[src/design/skf_pkg.sv]
`default_nettype none
// ----------------------------------------------------------------------------
// skf_pkg
// Types and constants shared by the scalar Kalman filter controller,
// datapath and top level.
// ----------------------------------------------------------------------------
package skf_pkg;

    localparam int DATA_W     = 32;
    localparam int GAIN_W     = 16;
    localparam int MUL_B_W    = GAIN_W + 1;
    localparam int PROD_W     = DATA_W + MUL_B_W;
    localparam int DIV_CNT_W  = $clog2(GAIN_W);
    localparam int CFG_IDX_W  = 4;

    localparam logic [GAIN_W-1:0] GAIN_MAX = '1;
    localparam logic [MUL_B_W-1:0] GAIN_ONE = MUL_B_W'(1) << GAIN_W;

    localparam logic [CFG_IDX_W-1:0] REG_PROCESS_NOISE      = CFG_IDX_W'(0);
    localparam logic [CFG_IDX_W-1:0] REG_MEASUREMENT_NOISE  = CFG_IDX_W'(1);
    localparam logic [CFG_IDX_W-1:0] REG_INITIAL_ESTIMATE   = CFG_IDX_W'(2);
    localparam logic [CFG_IDX_W-1:0] REG_INITIAL_COVARIANCE = CFG_IDX_W'(3);

    typedef struct packed {
        logic signed [DATA_W-1:0] measurement;
        logic                     last_sample;
    } skf_in_t;

    typedef struct packed {
        logic signed [DATA_W-1:0] filtered_value;
        logic [GAIN_W-1:0]        gain;
        logic                     last_result;
    } skf_out_t;

    typedef enum logic [2:0] {
        ST_IDLE,
        ST_PREP,
        ST_DIV,
        ST_GAIN,
        ST_MULX,
        ST_MULP,
        ST_FINISH
    } skf_state_t;

    typedef struct packed {
        logic load;
        logic prep;
        logic div_step;
        logic set_gain;
        logic mul_x;
        logic mul_p;
        logic commit;
    } skf_cmd_t;

    typedef struct packed {
        logic div_last;
    } skf_status_t;

endpackage
`default_nettype wire

[src/design/scalar_kalman_filter_unit.sv]
`default_nettype none
// ----------------------------------------------------------------------------
// scalar_kalman_filter_unit
// One-dimensional Kalman filter over a stream of Q16.16 measurements.
// ----------------------------------------------------------------------------
// Usage:
//   in channel:  in_valid / in_stall / in_data, one measurement per transfer.
//   out channel: out_valid / out_stall / out_data, one result per measurement
//                (new estimate, Q0.16 gain, copy of last_sample).
//   cfg channel: cfg_valid / cfg_ready / cfg_index / cfg_data; cfg_ready is
//                always high. Index 0 q, 1 r, 2 initial estimate (also loads
//                the estimate), 3 initial covariance (also loads covariance).
//                Write only while the filter is idle.
//   Timing: one item at a time. A result is written to the output register at
//   the end of a step and the next item can be taken in the cycle after that.
//   The step length comes mostly from the 16-step restoring gain divider plus
//   the two passes through the shared 32x17 multiplier.
//   A stalled result waits in the output register; the next item is still
//   accepted and computed, and it holds at the end until the register frees.
//   Reset clears q, r, the estimate, the covariance and all control state.
// ----------------------------------------------------------------------------
module scalar_kalman_filter_unit (
    input  wire logic                                clk,
    input  wire logic                                rst_n,
    input  wire logic                                cfg_valid,
    output logic                                     cfg_ready,
    input  wire logic [skf_pkg::CFG_IDX_W-1:0]       cfg_index,
    input  wire logic [skf_pkg::DATA_W-1:0]          cfg_data,
    input  wire logic                                in_valid,
    output logic                                     in_stall,
    input  wire skf_pkg::skf_in_t                    in_data,
    output logic                                     out_valid,
    input  wire logic                                out_stall,
    output skf_pkg::skf_out_t                        out_data
);

    skf_pkg::skf_cmd_t    cmd;
    skf_pkg::skf_status_t status;
    logic                 cfg_we;

    assign cfg_ready = 1'b1;
    assign cfg_we    = cfg_valid && cfg_ready;

    skf_ctrl u_ctrl (
        .clk       (clk),
        .rst_n     (rst_n),
        .in_valid  (in_valid),
        .in_stall  (in_stall),
        .out_valid (out_valid),
        .out_stall (out_stall),
        .status    (status),
        .cmd       (cmd)
    );

    skf_datapath u_datapath (
        .clk       (clk),
        .rst_n     (rst_n),
        .cfg_we    (cfg_we),
        .cfg_index (cfg_index),
        .cfg_data  (cfg_data),
        .in_data   (in_data),
        .cmd       (cmd),
        .status    (status),
        .out_data  (out_data)
    );

`ifndef SYNTHESIS
    // an input transfer always starts a busy step
    a_busy_after_accept: assert property (
        @(posedge clk) disable iff (!rst_n)
        (in_valid && !in_stall) |=> in_stall
    ) else $error("filter took a second item right after a transfer");

    // a new result only appears at the end of a step
    a_result_from_busy: assert property (
        @(posedge clk) disable iff (!rst_n)
        $rose(out_valid) |-> $past(in_stall)
    ) else $error("result appeared without a step in progress");
`endif

endmodule
`default_nettype wire

[src/design/skf_ctrl.sv]
`default_nettype none
// ----------------------------------------------------------------------------
// skf_ctrl
// Sequencer for one filter step: input transfer, divider iterations,
// the two multiplications and the hand-off to the output register.
// ----------------------------------------------------------------------------
module skf_ctrl (
    input  wire logic               clk,
    input  wire logic               rst_n,
    input  wire logic               in_valid,
    output logic                    in_stall,
    output logic                    out_valid,
    input  wire logic               out_stall,
    input  wire skf_pkg::skf_status_t status,
    output skf_pkg::skf_cmd_t       cmd
);

    skf_pkg::skf_state_t state_reg;
    skf_pkg::skf_state_t state_next;
    logic                out_valid_reg;
    logic                out_valid_next;

    always_ff @(posedge clk or negedge rst_n)
    begin
        if (!rst_n)
        begin
            state_reg     <= skf_pkg::ST_IDLE;
            out_valid_reg <= 1'b0;
        end
        else
        begin
            state_reg     <= state_next;
            out_valid_reg <= out_valid_next;
        end
    end

    always_comb
    begin
        state_next = state_reg;
        cmd        = '0;
        unique case (state_reg)
            skf_pkg::ST_IDLE:
            begin
                if (in_valid)
                begin
                    cmd.load   = 1'b1;
                    state_next = skf_pkg::ST_PREP;
                end
            end
            skf_pkg::ST_PREP:
            begin
                cmd.prep   = 1'b1;
                state_next = skf_pkg::ST_DIV;
            end
            skf_pkg::ST_DIV:
            begin
                cmd.div_step = 1'b1;
                if (status.div_last)
                begin
                    state_next = skf_pkg::ST_GAIN;
                end
            end
            skf_pkg::ST_GAIN:
            begin
                cmd.set_gain = 1'b1;
                state_next   = skf_pkg::ST_MULX;
            end
            skf_pkg::ST_MULX:
            begin
                cmd.mul_x  = 1'b1;
                state_next = skf_pkg::ST_MULP;
            end
            skf_pkg::ST_MULP:
            begin
                cmd.mul_p  = 1'b1;
                state_next = skf_pkg::ST_FINISH;
            end
            skf_pkg::ST_FINISH:
            begin
                // hold here while the previous result is still waiting
                if (!out_valid_reg || !out_stall)
                begin
                    cmd.commit = 1'b1;
                    state_next = skf_pkg::ST_IDLE;
                end
            end
            default:
            begin
                state_next = skf_pkg::ST_IDLE;
            end
        endcase
    end

    always_comb
    begin
        priority if (cmd.commit)
        begin
            out_valid_next = 1'b1;
        end
        else if (out_stall)
        begin
            out_valid_next = out_valid_reg;
        end
        else
        begin
            out_valid_next = 1'b0;
        end
    end

    assign in_stall  = (state_reg != skf_pkg::ST_IDLE);
    assign out_valid = out_valid_reg;

endmodule
`default_nettype wire

[src/design/skf_datapath.sv]
`default_nettype none
// ----------------------------------------------------------------------------
// skf_datapath
// Filter state, noise registers, restoring gain divider, shared multiplier
// and the output register.
// ----------------------------------------------------------------------------
module skf_datapath (
    input  wire logic                                 clk,
    input  wire logic                                 rst_n,
    input  wire logic                                 cfg_we,
    input  wire logic [skf_pkg::CFG_IDX_W-1:0]        cfg_index,
    input  wire logic [skf_pkg::DATA_W-1:0]           cfg_data,
    input  wire skf_pkg::skf_in_t                     in_data,
    input  wire skf_pkg::skf_cmd_t                    cmd,
    output skf_pkg::skf_status_t                      status,
    output skf_pkg::skf_out_t                         out_data
);

    localparam int DW = skf_pkg::DATA_W;
    localparam int GW = skf_pkg::GAIN_W;

    // configuration and filter state
    logic [DW-1:0] q_noise_reg;
    logic [DW-1:0] r_noise_reg;
    logic [DW-1:0] init_est_reg;
    logic [DW-1:0] init_cov_reg;
    logic [DW-1:0] est_reg;
    logic [DW-1:0] est_next;
    logic [DW-1:0] cov_reg;
    logic [GW-1:0] last_gain_reg;

    // per-step working registers
    logic [DW:0]                      diff_reg;
    logic [DW-1:0]                    p_reg;
    logic                             last_reg;
    logic [DW:0]                      den_reg;
    logic [DW:0]                      rem_reg;
    logic [GW-1:0]                    quo_reg;
    logic [skf_pkg::DIV_CNT_W-1:0]    cnt_reg;
    logic [DW-1:0]                    mag_reg;
    logic                             neg_reg;
    logic [GW-1:0]                    k_reg;
    logic [skf_pkg::PROD_W-1:0]       prod_reg;
    skf_pkg::skf_out_t                out_reg;

    logic [DW:0]                      p_sum;
    logic [DW-1:0]                    p_sat;
    logic [DW:0]                      diff_calc;
    logic [DW:0]                      diff_neg;
    logic [DW+1:0]                    rem_shift;
    logic                             rem_ge;
    logic [DW+1:0]                    rem_sub;
    logic [GW-1:0]                    k_calc;
    logic [DW-1:0]                    mul_a;
    logic [skf_pkg::MUL_B_W-1:0]      mul_b;
    logic [skf_pkg::PROD_W-1:0]       mul_y;
    logic [DW-1:0]                    delta;

    // saturating p + q
    assign p_sum     = {1'b0, cov_reg} + {1'b0, q_noise_reg};
    assign p_sat     = p_sum[DW] ? {DW{1'b1}} : p_sum[DW-1:0];
    assign diff_calc = {in_data.measurement[DW-1], in_data.measurement}
                     - {est_reg[DW-1], est_reg};
    assign diff_neg  = ~diff_reg + (DW+1)'(1);

    // one restoring step: quotient bit per cycle, remainder stays below den
    assign rem_shift = {rem_reg, 1'b0};
    assign rem_ge    = (rem_shift >= {1'b0, den_reg});
    assign rem_sub   = rem_shift - {1'b0, den_reg};

    // r == 0: gain is one (clipped) unless p is zero too
    always_comb
    begin
        if (r_noise_reg == '0)
        begin
            k_calc = (p_reg != '0) ? skf_pkg::GAIN_MAX : '0;
        end
        else
        begin
            k_calc = quo_reg;
        end
    end

    // shared multiplier: |z - x| * k, then p * (1 - k)
    always_comb
    begin
        if (cmd.mul_p)
        begin
            mul_a = p_reg;
            mul_b = skf_pkg::GAIN_ONE - {1'b0, k_reg};
        end
        else
        begin
            mul_a = mag_reg;
            mul_b = {1'b0, k_reg};
        end
    end

    assign mul_y    = skf_pkg::PROD_W'(mul_a) * skf_pkg::PROD_W'(mul_b);
    assign delta    = prod_reg[GW +: DW];
    assign est_next = neg_reg ? (est_reg - delta) : (est_reg + delta);

    always_ff @(posedge clk or negedge rst_n)
    begin
        if (!rst_n)
        begin
            q_noise_reg   <= '0;
            r_noise_reg   <= '0;
            init_est_reg  <= '0;
            init_cov_reg  <= '0;
            est_reg       <= '0;
            cov_reg       <= '0;
            last_gain_reg <= '0;
        end
        else
        begin
            if (cfg_we)
            begin
                unique case (cfg_index)
                    skf_pkg::REG_PROCESS_NOISE:
                    begin
                        q_noise_reg <= cfg_data;
                    end
                    skf_pkg::REG_MEASUREMENT_NOISE:
                    begin
                        r_noise_reg <= cfg_data;
                    end
                    skf_pkg::REG_INITIAL_ESTIMATE:
                    begin
                        init_est_reg <= cfg_data;
                        est_reg      <= cfg_data;
                    end
                    skf_pkg::REG_INITIAL_COVARIANCE:
                    begin
                        init_cov_reg <= cfg_data;
                        cov_reg      <= cfg_data;
                    end
                    default:
                    begin
                    end
                endcase
            end
            else
            begin
                if (cmd.mul_p)
                begin
                    est_reg <= est_next;
                end
                if (cmd.commit)
                begin
                    cov_reg       <= prod_reg[GW +: DW];
                    last_gain_reg <= k_reg;
                end
            end
        end
    end

    always_ff @(posedge clk or negedge rst_n)
    begin
        if (!rst_n)
        begin
            cnt_reg <= '0;
        end
        else if (cmd.prep)
        begin
            cnt_reg <= '0;
        end
        else if (cmd.div_step)
        begin
            cnt_reg <= cnt_reg + skf_pkg::DIV_CNT_W'(1);
        end
    end

    always_ff @(posedge clk)
    begin
        if (cmd.load)
        begin
            p_reg    <= p_sat;
            diff_reg <= diff_calc;
            last_reg <= in_data.last_sample;
        end
        if (cmd.prep)
        begin
            den_reg <= {1'b0, p_reg} + {1'b0, r_noise_reg};
            rem_reg <= {1'b0, p_reg};
            neg_reg <= diff_reg[DW];
            mag_reg <= diff_reg[DW] ? diff_neg[DW-1:0] : diff_reg[DW-1:0];
        end
        if (cmd.div_step)
        begin
            rem_reg <= rem_ge ? rem_sub[DW:0] : rem_shift[DW:0];
            quo_reg <= {quo_reg[GW-2:0], rem_ge};
        end
        if (cmd.set_gain)
        begin
            k_reg <= k_calc;
        end
        if (cmd.mul_x || cmd.mul_p)
        begin
            prod_reg <= mul_y;
        end
        if (cmd.commit)
        begin
            out_reg.filtered_value <= est_reg;
            out_reg.gain           <= k_reg;
            out_reg.last_result    <= last_reg;
        end
    end

    assign status.div_last = (cnt_reg == skf_pkg::DIV_CNT_W'(GW - 1));
    assign out_data        = out_reg;

endmodule
`default_nettype wire
[config.mk]
export PLATFORM = sky130hd
export DESIGN_NAME = scalar_kalman_filter_unit
export DESIGN_NICKNAME = d
export VERILOG_FILES = /design/src/design/skf_pkg.sv /design/src/design/scalar_kalman_filter_unit.sv /design/src/design/skf_ctrl.sv /design/src/design/skf_datapath.sv
export SDC_FILE = /design/constraint.sdc
export NUM_CORES = 2
export LEC_CHECK = 0
export BUFFER_PORTS_ARGS = -buffer_cell sky130_fd_sc_hd__buf_4
export CAP_MARGIN = 20
export CORE_MARGIN = 2
export CORE_UTILIZATION = 45
export DETAILED_ROUTE_END_ITERATION = 8
export PLACE_DENSITY = 0.69
export SKIP_CTS_REPAIR_TIMING = 1
export SLEW_MARGIN = 20
export SYNTH_ARGS = -nofsm -noshare
export SYNTH_HDL_FRONTEND = slang
export SYNTH_SLANG_ARGS = --single-unit
[constraint.sdc]
create_clock -name clk -period 8.5 [get_ports clk]
set_input_delay 0.85 -clock clk [delete_from_list [all_inputs] [get_ports clk]]
set_output_delay 0.85 -clock clk [all_outputs]
set_load 0.05 [all_outputs]
==> impl_results.md <==
* Outcome: completed
* Num ports at 126
* Yosys Warn Count at 0
* Clock transition at path regs at 0.06 ns
* Vias at 32300
* CP startpoint kind: flip-flop
* Routed WL per cell at 21.1 um
* Asr flop ratio synth at 32.9%
* RSZ-0062 raised after global routing: no
* CP top delay family: adder cells
* First-pass GRT wire length at 190000 um
* Mapped Cells at 4362
* Average cell area after synthesis at 9.45 um^2
* Worst-skew pair later-pin latency at 0.62 ns
* CTS tree: built
* DR DRC count at 0
* Placed Instances at 5750
* Max-cap viol count at 0
* Total CTS buffers at 46
* Commonest non-fill, non-tap cell in the layout: inv_1
* Final instance area at 46700 um^2
* Critical-path maximum fanout at 18
* Worst slew pin tran at 1.07 ns
* Post-layout min period at 8.16 ns
* Rows at 111
* Arr. time, crit path at 8.51 ns
* Die area at 94000 um^2
* Crit-path slowest cell: or4_1
* Layout cell share with drive strength beyond 1 at 11.7%
* Clock sinks at 414
* WL final at 123000 um
* Initial antenna violation count at 1
* Tcrit/Tclk final at 96.1%
* CTS root buffer: clkbuf_16
* Sequential area share after synthesis at 28.5%
* Post-Synthesis Cell Area at 41200 um^2
* WP data required at 8.84 ns
* Worst path bufs/invs at 10
* Cell taking the most area after synthesis: fa_1
* Commonest cells after routing, fill and taps aside: 678 x inv_1, 657 x nand2_1, 451 x fa_1
* Die height at 307 um
* Max Freq at 122 MHz
* Nets at 5419
* Synth cell types at 77
* Drt pass-1 iters at 5
* Finished Core Util at 51.2%
* Final HPWL DP at 98900 um
* Area Growth Syn to Fin at 13.2%
* Final std cells w/o fill at 5838
* Core Region at 91200 um^2
* ANT nets after route at 0
* Area after DPL at 45000 um^2
* Gr ovfl total at 0
* Fin. max-slew vios at 0
* # fillers at 8246
* Max stage delay on crit path at 0.61 ns
* Largest register FFs at 49
* Worst slew margin at 28.4%
* HP Class: in -> async
* FF+latch count, synth at 414
* Clock buffer depth at 3
* Syn nets at 5168
* Final Hold Vio Count at 0
* Top cell type's share of synthesized area at 21.9%
* Finish-stage setup viols at 0
* Final GP Congestion at 0.990
* Gr usage total at 26.6%
* Number of synthesized flops with an enable pin at 278
* Kind of critical path: reg -> reg
* Max H-tree Level at 2
* Die W at 307 um
* Initial Utilization at 45.2%
* Ys flop type: edfxtp_1
* Vias in the first global route at 32100
* Worst clock skew at 0.0447 ns
* Synth area leaders: fa_1 22%, edfxtp_1 20%, ha_1 8.5%
* PortBufs at 124
* Largest net degree at the start of global routing at 80
* Post-DR vias/cell at 5.53
* Crit path capture type: flip-flop
* Initial DRC Count at 2579
## through the flow
| step | setup slack (ns) | setup TNS, ns | hold WS [ns] |
|---|---|---|---|
| 2_1_floorplan | 0.314 | 0 | 0.400 |
| 3_3_place_gp | -0.129 | -0.277 | 0.404 |
| 3_5_place_dp | -0.250 | -1.04 | 0.405 |
| 4_1_cts | -0.317 | -1.53 | 0.283 |
| 5_1_grt | 0.0283 | 0 | 0.323 |
| 6_report | 0.336 | 0 | 0.277 |
## cells in the mapped netlist, types with 33 or more instances
cell,count
inv_1,679
nand2_1,659
fa_1,451
nor2_1,321
ha_1,281
edfxtp_1,278
a21oi_1,206
xnor2_1,181
o21ai_0,150
dfrtp_1,136
clkbuf_1,119
a21o_1,85
xor2_1,73
mux2i_1,70
mux2_2,64
nand2b_1,47
nor3_1,45
nand3_1,43
and2_1,36
a31oi_1,33
## cells by family after synthesis
kind of cell,after synthesis,share of synthesized area [%]
AOI/OAI and AO/OA,687,10.6
DFF,414,28.5
buffers and inverters,816,7.46
muxes,134,3.45
xor gates and xnor gates,254,5.40
adders and majority gates,732,30.4
and+or+nand+nor,1324,14.1
other,1,0.00910
## layout make-up
type	instances	area [um^2]	area share, %
tap	1186	1480	3.18
antenna	1	2.50	0.00536
sequential	414	11800	25.2
multi-input combinational	3132	26600	57.0
timing repair buffer	339	2700	5.79
clock buffer	56	1230	2.64
clock inverter	30	354	0.759
inverter	680	2550	5.47
## path summary, 6_finish.rpt
path	to	slack [ns]	depth (start not counted)	from
setup / recovery	u_datapath.prod_reg[47]	0.34	31	u_datapath.k_reg[6]
hold / removal	u_datapath.est_reg[9]	0.28	1	rst_n
setup reg to reg	u_datapath.prod_reg[47]	0.34	31	u_datapath.k_reg[6]
hold reg to reg	u_datapath.out_data[0]	0.42	0	u_datapath.last_reg
max in group asynchronous	u_ctrl.state_reg[1]	6.84	2	rst_n
min in group clk	u_datapath.last_reg	0.41	1	in_data[0]
## per-layer routing
layer | vias to the layer above | GRT usage [%] | part of all wire, %
met1 | 15800 | 36.8 | 43
met5 | - | 0 | 0
met3 | 267 | 4.42 | 7.9
met4 | 0 | 11.7 | 5.0
li1 | 14800 | - | -
met2 | 1345 | 41.2 | 45
Power is not shown: default switching activity piles up to over one toggle a cycle in this logic, so the estimate is an artifact.
